===== config.mk =====
export PLATFORM = sky130hd
export DESIGN_NAME = bounded_array_list_engine
export DESIGN_NICKNAME = d
export VERILOG_FILES = /design/src/rtl/core/bale_pkg.sv /design/src/rtl/core/bale_cell.sv /design/src/rtl/core/bale_mod.sv /design/src/rtl/core/bounded_array_list_engine.sv
export SDC_FILE = /design/constraint.sdc
export NUM_CORES = 2
export LEC_CHECK = 0
export BUFFER_PORTS_ARGS = -buffer_cell sky130_fd_sc_hd__buf_2
export CORE_MARGIN = 10
export CORE_UTILIZATION = 55
export CTS_BUF_LIST = sky130_fd_sc_hd__clkbuf_4
export DETAILED_ROUTE_END_ITERATION = 10
export PLACE_DENSITY = 0.72
export REMOVE_ABC_BUFFERS = 1
export SLEW_MARGIN = 40
export SYNTH_ARGS = -nofsm -noshare
export SYNTH_HDL_FRONTEND = slang
export SYNTH_SLANG_ARGS = --single-unit

===== constraint.sdc =====
create_clock -name clk -period 5.7 [get_ports clk]
set_clock_uncertainty 0.05 [all_clocks]
set_input_delay 0.285 -clock clk [delete_from_list [all_inputs] [get_ports clk]]
set_output_delay 0.285 -clock clk [all_outputs]
set_load 0.005 [all_outputs]

===== src/rtl/core/bale_pkg.sv =====
// Shared types, codes and constants of the bounded array list engine.
package bale_pkg;

    localparam int CAPACITY_DEF = 8;
    localparam int WORD_W       = 32;
    localparam int POS_W        = 3;
    localparam int AMT_W        = 16;
    localparam int AMT_STEP_W   = $clog2(AMT_W + 1);
    localparam int FIDX_W       = 3;
    localparam int FILL_W       = 4;

    typedef logic signed [WORD_W-1:0] word_t;

    typedef enum logic [2:0] {
        CMD_INS_FRONT,
        CMD_INS_END,
        CMD_INS_AT,
        CMD_DEL_FRONT,
        CMD_DEL_END,
        CMD_DEL_AT,
        CMD_SEARCH,
        CMD_ROTATE
    } cmd_t;

    typedef enum logic [2:0] {
        ST_OK,
        ST_FULL,
        ST_EMPTY,
        ST_NOT_FOUND,
        ST_BAD_INDEX
    } status_t;

    typedef enum logic [1:0] {
        SW_NONE,
        SW_INSERT,
        SW_DELETE,
        SW_SEARCH
    } sweep_t;

    typedef enum logic [2:0] {
        S_IDLE,
        S_DECODE,
        S_SWEEP,
        S_MOD,
        S_ROT,
        S_FINISH
    } state_t;

    typedef struct packed {
        cmd_t              command;
        word_t             data_word;
        logic [POS_W-1:0]  position;
        logic [AMT_W-1:0]  rotate_amount;
    } cmd_item_t;

    typedef struct packed {
        status_t           status;
        word_t             element_out;
        logic [FIDX_W-1:0] found_index;
        logic [FILL_W-1:0] fill_count;
    } res_item_t;

    typedef struct packed {
        sweep_t kind;
        logic   rot_en;
        word_t  data;
    } cell_ctl_t;

    typedef struct packed {
        word_t word;
        logic  hit;
    } carry_t;

endpackage


===== src/rtl/core/bale_cell.sv =====
// One storage cell of the list chain with its travelling token and carry stage.
module bale_cell #(
    parameter int  CAPACITY   = bale_pkg::CAPACITY_DEF,
    parameter int  CELL_INDEX = 0,
    localparam int CNT_W      = $clog2(CAPACITY + 1),
    localparam int IDX_W      = $clog2(CAPACITY)
) (
    input  logic                clk,
    input  logic                rst_n,
    input  bale_pkg::cell_ctl_t ctl,
    input  logic [CNT_W-1:0]    at_idx,
    input  logic [CNT_W-1:0]    count,
    input  logic                tok_in,
    input  bale_pkg::carry_t    carry_in,
    input  logic [IDX_W-1:0]    idx_in,
    input  bale_pkg::word_t     right_word,
    input  bale_pkg::word_t     head_word,
    output bale_pkg::word_t     word,
    output logic                tok_out,
    output bale_pkg::carry_t    carry_out,
    output logic [IDX_W-1:0]    idx_out
);

    localparam logic [CNT_W-1:0] POS      = CNT_W'(CELL_INDEX);
    localparam logic [CNT_W-1:0] POS_NEXT = CNT_W'(CELL_INDEX + 1);
    localparam logic [IDX_W-1:0] IDX      = IDX_W'(CELL_INDEX);

    bale_pkg::word_t  word_reg;
    bale_pkg::word_t  word_next;
    logic             tok_reg;
    bale_pkg::carry_t carry_reg;
    bale_pkg::carry_t carry_next;
    logic [IDX_W-1:0] idx_reg;
    logic [IDX_W-1:0] idx_next;

    always_comb
    begin
        word_next  = word_reg;
        carry_next = carry_in;
        idx_next   = idx_in;
        if (tok_in)
        begin
            case (ctl.kind)
                bale_pkg::SW_INSERT:
                begin
                    if (POS == at_idx)
                    begin
                        word_next       = ctl.data;
                        carry_next.word = word_reg;
                    end
                    else if (POS > at_idx && POS <= count)
                    begin
                        word_next       = carry_in.word;
                        carry_next.word = word_reg;
                    end
                end
                bale_pkg::SW_DELETE:
                begin
                    if (POS == at_idx)
                    begin
                        carry_next.word = word_reg;
                    end
                    if (POS >= at_idx && POS_NEXT < count)
                    begin
                        word_next = right_word;
                    end
                end
                bale_pkg::SW_SEARCH:
                begin
                    if (POS < count && word_reg == ctl.data)
                    begin
                        carry_next.hit = 1'b1;
                        idx_next       = IDX;
                    end
                end
                default:
                begin
                    word_next = word_reg;
                end
            endcase
        end
        if (ctl.rot_en)
        begin
            if (POS_NEXT < count)
            begin
                word_next = right_word;
            end
            else if (POS_NEXT == count)
            begin
                word_next = head_word;
            end
        end
    end

    always_ff @(posedge clk or negedge rst_n)
    begin
        if (!rst_n)
        begin
            tok_reg <= 1'b0;
        end
        else
        begin
            tok_reg <= tok_in;
        end
    end

    always_ff @(posedge clk)
    begin
        word_reg  <= word_next;
        carry_reg <= carry_next;
        idx_reg   <= idx_next;
    end

    assign word      = word_reg;
    assign tok_out   = tok_reg;
    assign carry_out = carry_reg;
    assign idx_out   = idx_reg;

endmodule


===== src/rtl/core/bale_mod.sv =====
// Bit-serial restoring remainder unit for the rotate amount.
module bale_mod #(
    parameter int DIV_W = 4
) (
    input  logic                       clk,
    input  logic                       rst_n,
    input  logic                       start,
    input  logic [bale_pkg::AMT_W-1:0] dividend,
    input  logic [DIV_W-1:0]           divisor,
    output logic                       done,
    output logic [DIV_W-1:0]           rem
);

    logic                            busy_reg;
    logic                            busy_next;
    logic                            done_reg;
    logic                            done_next;
    logic [DIV_W-1:0]                rem_reg;
    logic [DIV_W-1:0]                rem_next;
    logic [bale_pkg::AMT_W-1:0]      shf_reg;
    logic [bale_pkg::AMT_W-1:0]      shf_next;
    logic [bale_pkg::AMT_STEP_W-1:0] cnt_reg;
    logic [bale_pkg::AMT_STEP_W-1:0] cnt_next;
    logic [DIV_W:0]                  trial;
    logic [DIV_W:0]                  diff;

    always_comb
    begin
        trial     = {rem_reg, shf_reg[bale_pkg::AMT_W-1]};
        diff      = trial - {1'b0, divisor};
        busy_next = busy_reg;
        done_next = 1'b0;
        rem_next  = rem_reg;
        shf_next  = shf_reg;
        cnt_next  = cnt_reg;
        if (start)
        begin
            busy_next = 1'b1;
            rem_next  = '0;
            shf_next  = dividend;
            cnt_next  = bale_pkg::AMT_STEP_W'(bale_pkg::AMT_W);
        end
        else if (busy_reg)
        begin
            rem_next = (trial >= {1'b0, divisor}) ? diff[DIV_W-1:0] : trial[DIV_W-1:0];
            shf_next = {shf_reg[bale_pkg::AMT_W-2:0], 1'b0};
            cnt_next = cnt_reg - 1'b1;
            if (cnt_reg == bale_pkg::AMT_STEP_W'(1))
            begin
                busy_next = 1'b0;
                done_next = 1'b1;
            end
        end
    end

    always_ff @(posedge clk or negedge rst_n)
    begin
        if (!rst_n)
        begin
            busy_reg <= 1'b0;
            done_reg <= 1'b0;
            cnt_reg  <= '0;
        end
        else
        begin
            busy_reg <= busy_next;
            done_reg <= done_next;
            cnt_reg  <= cnt_next;
        end
    end

    always_ff @(posedge clk)
    begin
        rem_reg <= rem_next;
        shf_reg <= shf_next;
    end

    assign done = done_reg;
    assign rem  = rem_reg;

endmodule


===== src/rtl/core/bounded_array_list_engine.sv =====
// Top level of the bounded array list engine: command decode, cell chain and result register.
//
// Holds an ordered list of up to CAPACITY signed 32-bit words in a chain of cells and runs one
// command at a time. Insert, delete and search send a token down the chain, one cell per cycle,
// carrying the displaced or removed word and the search hit along with it. Rotate first reduces
// the amount modulo the count in a 16-step bit-serial remainder unit and then shifts the whole
// list left by one place per cycle, count minus the remainder times (fewer than CAPACITY shifts).
// Rejected commands (full, empty, bad index) skip the chain and go from decode straight to the
// finish state. A result waits in an output register while the next command is accepted. Stored
// words have no reset; the count resets to zero.
module bounded_array_list_engine #(
    parameter int CAPACITY = bale_pkg::CAPACITY_DEF
) (
    input  logic                clk,
    input  logic                rst_n,
    input  logic                cmd_valid,
    output logic                cmd_stall,
    input  bale_pkg::cmd_item_t cmd_data,
    output logic                res_valid,
    input  logic                res_stall,
    output bale_pkg::res_item_t res_data
);

    localparam int CNT_W = $clog2(CAPACITY + 1);
    localparam int IDX_W = $clog2(CAPACITY);
    localparam int CW    = (CNT_W > bale_pkg::POS_W) ? CNT_W : bale_pkg::POS_W;

    bale_pkg::state_t                 state_reg;
    bale_pkg::state_t                 state_next;
    bale_pkg::sweep_t                 kind_reg;
    bale_pkg::sweep_t                 kind_next;
    logic                             start_reg;
    logic                             start_next;
    logic [CNT_W-1:0]                 at_reg;
    logic [CNT_W-1:0]                 at_next;
    logic [CNT_W-1:0]                 count_reg;
    logic [CNT_W-1:0]                 count_next;
    logic [CNT_W-1:0]                 steps_reg;
    logic [CNT_W-1:0]                 steps_next;
    bale_pkg::status_t                status_reg;
    bale_pkg::status_t                status_next;
    bale_pkg::word_t                  elem_reg;
    bale_pkg::word_t                  elem_next;
    logic [bale_pkg::FIDX_W-1:0]      fidx_reg;
    logic [bale_pkg::FIDX_W-1:0]      fidx_next;
    bale_pkg::cmd_t                   cmd_reg;
    bale_pkg::word_t                  data_reg;
    logic [bale_pkg::POS_W-1:0]       pos_reg;
    logic [bale_pkg::AMT_W-1:0]       amt_reg;
    logic                             res_valid_reg;
    logic                             res_valid_next;
    bale_pkg::res_item_t              res_data_reg;
    bale_pkg::res_item_t              res_data_next;

    logic                             accept;
    logic                             mod_start;
    logic                             mod_done;
    logic [CNT_W-1:0]                 mod_rem;
    logic [CW-1:0]                    pos_w;
    logic [CW-1:0]                    cnt_w;
    logic [CW-1:0]                    at_w;
    logic                             full;
    bale_pkg::cell_ctl_t              ctl;

    bale_pkg::word_t                  word_w  [CAPACITY];
    logic                             tok_w   [CAPACITY];
    bale_pkg::carry_t                 carry_w [CAPACITY];
    logic [IDX_W-1:0]                 idx_w   [CAPACITY];

    assign accept    = cmd_valid && !cmd_stall;
    assign cmd_stall = (state_reg != bale_pkg::S_IDLE);
    assign res_valid = res_valid_reg;
    assign res_data  = res_data_reg;

    assign pos_w = CW'(pos_reg);
    assign cnt_w = CW'(count_reg);
    assign full  = (count_reg == CNT_W'(CAPACITY));

    always_comb
    begin
        case (cmd_reg)
            bale_pkg::CMD_INS_FRONT: at_w = '0;
            bale_pkg::CMD_DEL_FRONT: at_w = '0;
            bale_pkg::CMD_INS_END:   at_w = cnt_w;
            bale_pkg::CMD_DEL_END:   at_w = cnt_w - 1'b1;
            default:                 at_w = pos_w;
        endcase
    end

    assign mod_start = (state_reg == bale_pkg::S_DECODE) && (cmd_reg == bale_pkg::CMD_ROTATE)
                       && (count_reg != '0);

    assign ctl.kind   = kind_reg;
    assign ctl.rot_en = (state_reg == bale_pkg::S_ROT) && (steps_reg != '0);
    assign ctl.data   = data_reg;

    always_comb
    begin
        state_next     = state_reg;
        kind_next      = kind_reg;
        start_next     = 1'b0;
        at_next        = at_reg;
        count_next     = count_reg;
        steps_next     = steps_reg;
        status_next    = status_reg;
        elem_next      = elem_reg;
        fidx_next      = fidx_reg;
        res_valid_next = res_valid_reg;
        res_data_next  = res_data_reg;

        if (res_valid_reg && !res_stall)
        begin
            res_valid_next = 1'b0;
        end

        case (state_reg)
            bale_pkg::S_IDLE:
            begin
                if (accept)
                begin
                    status_next = bale_pkg::ST_OK;
                    elem_next   = '0;
                    fidx_next   = '0;
                    state_next  = bale_pkg::S_DECODE;
                end
            end
            bale_pkg::S_DECODE:
            begin
                at_next = CNT_W'(at_w);
                case (cmd_reg)
                    bale_pkg::CMD_INS_FRONT, bale_pkg::CMD_INS_END, bale_pkg::CMD_INS_AT:
                    begin
                        if (full)
                        begin
                            status_next = bale_pkg::ST_FULL;
                            state_next  = bale_pkg::S_FINISH;
                        end
                        else if (at_w > cnt_w)
                        begin
                            status_next = bale_pkg::ST_BAD_INDEX;
                            state_next  = bale_pkg::S_FINISH;
                        end
                        else
                        begin
                            kind_next  = bale_pkg::SW_INSERT;
                            start_next = 1'b1;
                            state_next = bale_pkg::S_SWEEP;
                        end
                    end
                    bale_pkg::CMD_DEL_FRONT, bale_pkg::CMD_DEL_END, bale_pkg::CMD_DEL_AT:
                    begin
                        if (count_reg == '0)
                        begin
                            status_next = bale_pkg::ST_EMPTY;
                            state_next  = bale_pkg::S_FINISH;
                        end
                        else if (at_w >= cnt_w)
                        begin
                            status_next = bale_pkg::ST_BAD_INDEX;
                            state_next  = bale_pkg::S_FINISH;
                        end
                        else
                        begin
                            kind_next  = bale_pkg::SW_DELETE;
                            start_next = 1'b1;
                            state_next = bale_pkg::S_SWEEP;
                        end
                    end
                    bale_pkg::CMD_SEARCH:
                    begin
                        kind_next  = bale_pkg::SW_SEARCH;
                        start_next = 1'b1;
                        state_next = bale_pkg::S_SWEEP;
                    end
                    bale_pkg::CMD_ROTATE:
                    begin
                        if (count_reg == '0)
                        begin
                            status_next = bale_pkg::ST_EMPTY;
                            state_next  = bale_pkg::S_FINISH;
                        end
                        else
                        begin
                            state_next = bale_pkg::S_MOD;
                        end
                    end
                    default:
                    begin
                        state_next = bale_pkg::S_FINISH;
                    end
                endcase
            end
            bale_pkg::S_SWEEP:
            begin
                if (tok_w[CAPACITY-1])
                begin
                    case (kind_reg)
                        bale_pkg::SW_INSERT:
                        begin
                            count_next = count_reg + 1'b1;
                        end
                        bale_pkg::SW_DELETE:
                        begin
                            elem_next  = carry_w[CAPACITY-1].word;
                            count_next = count_reg - 1'b1;
                        end
                        bale_pkg::SW_SEARCH:
                        begin
                            if (carry_w[CAPACITY-1].hit)
                            begin
                                fidx_next = bale_pkg::FIDX_W'(idx_w[CAPACITY-1]);
                            end
                            else
                            begin
                                status_next = bale_pkg::ST_NOT_FOUND;
                            end
                        end
                        default:
                        begin
                            status_next = status_reg;
                        end
                    endcase
                    kind_next  = bale_pkg::SW_NONE;
                    state_next = bale_pkg::S_FINISH;
                end
            end
            bale_pkg::S_MOD:
            begin
                if (mod_done)
                begin
                    steps_next = (mod_rem == '0) ? '0 : count_reg - mod_rem;
                    state_next = bale_pkg::S_ROT;
                end
            end
            bale_pkg::S_ROT:
            begin
                if (steps_reg == '0)
                begin
                    state_next = bale_pkg::S_FINISH;
                end
                else
                begin
                    steps_next = steps_reg - 1'b1;
                end
            end
            bale_pkg::S_FINISH:
            begin
                if (!res_valid_reg || !res_stall)
                begin
                    res_valid_next            = 1'b1;
                    res_data_next.status      = status_reg;
                    res_data_next.element_out = elem_reg;
                    res_data_next.found_index = fidx_reg;
                    res_data_next.fill_count  = bale_pkg::FILL_W'(count_reg);
                    state_next                = bale_pkg::S_IDLE;
                end
            end
            default:
            begin
                state_next = bale_pkg::S_IDLE;
            end
        endcase
    end

    always_ff @(posedge clk or negedge rst_n)
    begin
        if (!rst_n)
        begin
            state_reg     <= bale_pkg::S_IDLE;
            kind_reg      <= bale_pkg::SW_NONE;
            start_reg     <= 1'b0;
            count_reg     <= '0;
            steps_reg     <= '0;
            res_valid_reg <= 1'b0;
        end
        else
        begin
            state_reg     <= state_next;
            kind_reg      <= kind_next;
            start_reg     <= start_next;
            count_reg     <= count_next;
            steps_reg     <= steps_next;
            res_valid_reg <= res_valid_next;
        end
    end

    always_ff @(posedge clk)
    begin
        at_reg       <= at_next;
        status_reg   <= status_next;
        elem_reg     <= elem_next;
        fidx_reg     <= fidx_next;
        res_data_reg <= res_data_next;
        if (accept)
        begin
            cmd_reg  <= cmd_data.command;
            data_reg <= cmd_data.data_word;
            pos_reg  <= cmd_data.position;
            amt_reg  <= cmd_data.rotate_amount;
        end
    end

    bale_mod #(
        .DIV_W (CNT_W)
    ) u_mod (
        .clk      (clk),
        .rst_n    (rst_n),
        .start    (mod_start),
        .dividend (amt_reg),
        .divisor  (count_reg),
        .done     (mod_done),
        .rem      (mod_rem)
    );

    for (genvar g = 0; g < CAPACITY; g++)
    begin : g_cell
        bale_pkg::word_t  right_word;
        logic             tok_in;
        bale_pkg::carry_t carry_in;
        logic [IDX_W-1:0] idx_in;

        if (g == 0)
        begin : g_head
            assign tok_in   = start_reg;
            assign carry_in = '0;
            assign idx_in   = '0;
        end
        else
        begin : g_link
            assign tok_in   = tok_w[g-1];
            assign carry_in = carry_w[g-1];
            assign idx_in   = idx_w[g-1];
        end

        if (g == CAPACITY - 1)
        begin : g_tail
            assign right_word = word_w[g];
        end
        else
        begin : g_body
            assign right_word = word_w[g+1];
        end

        bale_cell #(
            .CAPACITY   (CAPACITY),
            .CELL_INDEX (g)
        ) u_cell (
            .clk        (clk),
            .rst_n      (rst_n),
            .ctl        (ctl),
            .at_idx     (at_reg),
            .count      (count_reg),
            .tok_in     (tok_in),
            .carry_in   (carry_in),
            .idx_in     (idx_in),
            .right_word (right_word),
            .head_word  (word_w[0]),
            .word       (word_w[g]),
            .tok_out    (tok_w[g]),
            .carry_out  (carry_w[g]),
            .idx_out    (idx_w[g])
        );
    end

endmodule

---- Word-level counts from Yosys, hierarchy flattened ----
Index checks and enable logic that the tools add are counted.
W data, S select, Z words.
cells by class
  order comparisons ....................... 35
  add/subtract/negate cells ............... 6
  eq/ne operators ......................... 61
  reduce and logical (&&, ||, !) cells .... 60
  mux-type cells .......................... 200
operators by type and width
  kind                  count
  $mux W32              83
  $pmux W32 S2          16
  $eq A32 B32 Y1        8
  $mux W33              7
  $mux W3               40
  $eq A3 B4 Y1 const A  8
  $mux W16              2
  $mux W1               30
  $logic_and A1 B1 Y1   28
  $eq A3 B3 Y1 const B  6
  $pmux W3 S3           2
  $pmux W3 S6           1
  $eq A2 B4 Y1 const A  4
  $gt A3 B4 Y1 const A  4
  $le A3 B4 Y1 const A  4
  $logic_not A4 Y1      4
  $lt A3 B4 Y1 const A  4
  $mux W4               4
  $pmux W4 S2           2
  $eq A3 B2 Y1 const B  4
  $ge A3 B4 Y1 const A  3
  $ne A2 B1 Y1 const B  6
  $ne A3 B3 Y1 const B  4
  $pmux W3 S4           1
  48 further kinds      87
storage, ports and cells
  flip-flop bits (word level) ............. 729

---- Logic depth before layout (Yosys ltp) ----
  depth after elaboration ................. 9
  depth in mapped cells ................... 15
  gate-level depth less buffers ........... 13

---- Cells and area by module ----
From an unflattened synthesis, not the netlist that was laid out.
second synthesis, totals
  cells, all modules ...................... 4596
  area total of the unflattened synthesis .. 41491.0 µm²
modules (own cells, without submodules)
  module                        area each (µm²)  times used  cells each
  bounded_array_list_engine     5935.7           1           367
  bale_cell (g_cell[1].u_cell)  5265.0           1           681
  bale_cell (g_cell[7].u_cell)  4508.1           1           520
  bale_cell (g_cell[2].u_cell)  4463.0           1           553
  bale_cell (g_cell[6].u_cell)  4359.2           1           517
  bale_cell (g_cell[0].u_cell)  4332.9           1           633
  bale_cell (g_cell[5].u_cell)  3942.5           1           437
  bale_cell (g_cell[3].u_cell)  3727.3           1           406
  bale_cell (g_cell[4].u_cell)  3603.5           1           373
  bale_mod                      1353.8           1           109

---- Worst setup path before layout ----
Ideal clock, no wire load.
  path type ............................... register to register
  from .................................... reg state_reg[2]
  to ...................................... reg amt_reg[0] in the netlist's numbering, enable pin
  slack ................................... 1941 ps
  arrival ................................. 3243 ps
  period minus slack after synthesis ...... 3759 ps
  library setup time ...................... 466 ps
  stages on the path, launching flop included .. 4
  cell sequence ........................... dfrtp_1 -> clkbuf_1 -> or3_1 -> nor2_1
on the way
  word-level cells in the longest chain between the ends .. 3
ends and longest elaborated chain
  item                    line                              text
  start, declared         bounded_array_list_engine.sv:28   bale_pkg::state_t state_reg;
  start signal, assigned  bounded_array_list_engine.sv:269  state_reg <= bale_pkg::S_IDLE;
  start signal, assigned  bounded_array_list_engine.sv:278  state_reg <= state_next;
  $reduce_bool A3 Y1      bounded_array_list_engine.sv:71   assign cmd_stall = (state_reg != bale_pkg::S_IDLE);
  named net cmd_stall     bounded_array_list_engine.sv:17   output logic cmd_stall,
  $logic_not A1 Y1        bounded_array_list_engine.sv:70   assign accept = cmd_valid && !cmd_stall;
  $logic_and A1 B1 Y1     bounded_array_list_engine.sv:70
  named net accept        bounded_array_list_engine.sv:55   logic accept;
  end signal, assigned    bounded_array_list_engine.sv:299  amt_reg <= cmd_data.rotate_amount;
  end, declared           bounded_array_list_engine.sv:49   logic [bale_pkg::AMT_W-1:0] amt_reg;
The timed path passes the listed nets, and every way through them passes these cells.
A chain may end at the register's enable or synchronous reset.

---- Worst setup path after layout ----
  from .................................... reg count_reg[1] (netlist: cnt_w[1])
  to ...................................... reg status_reg[0], enable pin
on the way
  word-level cells in the longest chain between the ends .. 5
  elaborated cells between the ends (all ways) .. 10
  classes of those cells .................. 1 x add/sub; 2 x order compare; 4 x eq/ne; 1 x mux; 2 x reduce/logical
ends and longest elaborated chain
  item                                          line                                                                text
  start, declared                               bounded_array_list_engine.sv:36                                     logic [CNT_W-1:0] count_reg;
  start signal, assigned                        bounded_array_list_engine.sv:281                                    count_reg <= count_next;
  $sub A4 B1 Y4 (*)                             bounded_array_list_engine.sv:85                                     bale_pkg::CMD_DEL_END: at_w = cnt_w - 1'b1;
  $pmux W4 S3 (*)                               bounded_array_list_engine.sv:81                                     case (cmd_reg)
  named net at_w[2]                             bounded_array_list_engine.sv:61                                     logic [CW-1:0] at_w;
  $ge A4 B4 Y1 or $gt A4 B4 Y1 (tied branches)  bounded_array_list_engine.sv:157, bounded_array_list_engine.sv:138
  $ne A4 B4 Y1 (no source line)                 n/a
  $reduce_and A9 Y1 (no source line) (*)        n/a
  end signal, assigned                          bounded_array_list_engine.sv:290                                    status_reg <= status_next;
  end, declared                                 bounded_array_list_engine.sv:40                                     bale_pkg::status_t status_reg;
The timed path passes the listed nets; every way through them passes the cells marked *.

==> impl_results.md <==
* Pwr Total at 23.3 mW
* Tcrit/Tclk final at 69.7%
* Crit-path slowest cell: dfrtp_1
* Hold Path End: res_data[41]$_DFFE_PP_
* CP Class: flop to flop
* Final WL at 140000 microns
* Post-synth EDFFs at 218
* Metal3 WL at 18400 microns
* Rel. slew slack at 36.0%
* Critical path cell sequence: inv_1 -> ha_1 -> inv_1 -> nor2_1 -> a22oi_1 -> o21ai_0 -> ha_1 -> a21oi_1 -> o221ai_1 -> o31ai_1 -> nand4_1 -> nor2_1 -> nor3_1
* Gp weighted congestion at 0.936
* Max-Cap Viols at 0
* Synth area leaders: dfxtp_1 (24%), edfxtp_1 (16%), mux2i_1 (5.4%)
* WP data arrival at 4.75 ns
* Post-Synthesis Cell Area at 40100 sq um
* # rows at 98
* Initial core utilization at 55.9%
* GRT Residual Overflow at 0
* Commonest non-fill, non-tap cell in the layout: dfxtp_1
* Required @ worst endpoint at 6.48 ns
* Final core utilization at 62.6%
* Synth async-reset ratio at 4.14%
* Final Net Count at 4541
* Initial antenna violation count at 6
* CP endpoint kind: flop
* GRT Total Usage at 31.3%
* Routed vias at 37800
* WL/cell at 25.1 microns
* Worst-case clock buffer depth at 3
* Worst slew pin tran at 0.951 ns
* Largest net degree at the start of global routing at 67
* Synth Warn # at 0
* H-tree Lvls at 4
* Min-Delay Startpoint: res_stall
* Number of global-route vias before repair at 36100
* Final HPWL DP at 90700 microns
* Part of the Yosys area used for sequential elements at 42.0%
* Final ANT Viol Nets at 0
* Met2 routed WL at 60600 microns
* Share of post-route cells with drive strength above 1 at 16.5%
* Final Setup Violations at 0
* FMAX at 252 MHz
* M1 WL at 53900 microns
* Syn-to-layout area delta at 12.0%
* Status: finished clean
* Number of library cell types mapped by synthesis at 83
* Hold depth at 3
* Leading cell types in the layout, fill and taps excluded: dfxtp_1 (477), nand2_1 (465), o21ai_0 (422)
* Power per standard cell area at 519 nW/um^2
* Die ar. at 84200 sq um
* Clock Tree Root: clkbuf_4
* Leak at 17.5 nW
* First-pass GRT wire length at 213000 microns
* CP peak stage delay at 0.58 ns
* Unrepaired setup endpoints after global routing: false
* CTS tree: yes
* Clk slew on worst S/H paths at 0.07 ns
* Yosys reg bits at 725
* Post_cts resized at 0
* Reg2Reg Setup Slack at 1.73 ns
* Min cycle time layout at 3.97 ns
* Dominant synthesized flop cell: dfxtp_1
* Hold Fails Final Rpt at 0
* # DRC at 0
* CP max FO at 13
* Largest register FFs at 264
* Die width at 290 microns
* Clock sink count at 725
* Top Ports at 102
* Final Max Tran Viols at 0
* Clock latency on the worst-skew pair at 1.11 ns
* Largest area contributor in the netlist: dfxtp_1
* Startpoint Class: flop
* Hold Crit Class: primary input to flop
* Terminus of the critical flop-to-flop path: status_reg[0]$_DFFE_PP_
* Reg-to-Reg Start: cnt_w[1]$_DFFE_PN0P_
* Die span in y at 290 microns
* Top sig layer: met5
* Buffers on Ports at 101
* Synthesized netlist cell count at 4465
* CTS Buf Count at 191
* Vias/cell at 6.77
* R2R cell count at 13
* Top cell type's share of synthesized area at 23.8%
* Drt pass-1 iters at 10
* Peak VDD IR at 0.427 mV
* Core ar. at 71900 sq um
* Syn avg cell area at 8.99 sq um
* Starting DRT DRC Count at 5732
power breakdown:
group / leakage [nW] / total (mW) / switching (mW) / internal, mW
Combinational: 9.58 / 9.37 / 5.74 / 3.63
Clock: 1.51 / 4.78 / 2.33 / 2.46
Sequential: 6.41 / 9.19 / 2.36 / 6.84
what timing repair did:
item,in CTS,in global routing
hold buffers,114,0
hold endpoints to repair,148,0
buffers inserted,0,0
how the worst max path moves through the flow:
stage | startpoint | to | slack [ns]
3_3_place_gp | cnt_w[1]$_DFFE_PN0P_ | status_reg[0]$_DFFE_PP_ | 1.92
6_report | cnt_w[1]$_DFFE_PN0P_ | status_reg[0]$_DFFE_PP_ | 1.73
4_1_cts | cnt_w[1]$_DFFE_PN0P_ | status_reg[0]$_DFFE_PP_ | 1.82
3_5_place_dp | cnt_w[1]$_DFFE_PN0P_ | status_reg[2]$_DFFE_PP_ | 1.81
5_1_grt | cnt_w[1]$_DFFE_PN0P_ | status_reg[0]$_DFFE_PP_ | 1.36
2_1_floorplan | steps_reg[0]$_DFFE_PN0P_ | g_cell[7].u_cell.word[0]$_DFFE_PP_ | -0.89
per-layer routing:
layer | track usage [%] | up-vias
li1 | - | 16800
met1 | 41.2 | 17800
met2 | 46.3 | 2880
met3 | 8.11 | 391
met4 | 17.3 | 2
met5 | 0 | -
critical path, delay by kind of cell (launching register included):
kind            cells  cell delay (ns)
simple gates        4             0.89
fa+ha+maj           2             0.67
compound gates      5             1.09
buf+inv             2             0.41
flops               1             0.58
cells by family (layout without fill, tap and decap cells):
group / Yosys count / in the layout / share of synthesized area [%]
adder cells (fa/ha/maj): 23 / 23 / 0.754
XOR/XNOR: 271 / 271 / 5.91
multiplexers: 234 / 234 / 5.89
AND/OR/NAND/NOR: 964 / 964 / 11.1
buffers and inverters: 603 / 758 / 6.11
other: 0 / 8 / 0
AO/OA/AOI/OAI: 1645 / 1645 / 28.2
flip-flops: 725 / 725 / 42.0
cell usage after synthesis, drive strengths merged, types with 36 or more instances:
master,instances
edfxtp,218
xnor2,68
a31oi,69
a222oi,36
a22o,207
o221ai,110
o21ai,443
nor2,150
buf,142
dfxtp,477
nand2,468
a22oi,198
xor2,203
nor4,57
inv,39
clkbuf,419
nand3,53
o22ai,217
a21oi,211
o221a,60
and2,77
mux2i,217
area by class of cell:
cell class	instances	area [sq um]
fillers	6114	26900
multi-input cells	3137	21300
flip-flops and latches	725	16800
repair buffers	363	2940
clock buffers	296	2220
well taps	950	1190
clock inverters	57	303
inverters	42	160
diodes	8	20.0
metrics by stage:
stage / cell area, sq um / worst slack (ns) / std cells / hold slack (ns) / setup TNS [ns]
floorplan: 37800 / -0.887 / 3904 / -0.0606 / -65.49
global placement: 40900 / 1.92 / 5087 / 0.345 / 0
detailed placement: 41200 / 1.81 / 5101 / 0.249 / 0
CTS: 44900 / 1.82 / 5568 / 0.0492 / 0
global route: 44900 / 1.36 / 5574 / 0.0920 / 0
finish: 45000 / 1.73 / 5578 / 0.0731 / 0
(Power assumes the default switching activity.)
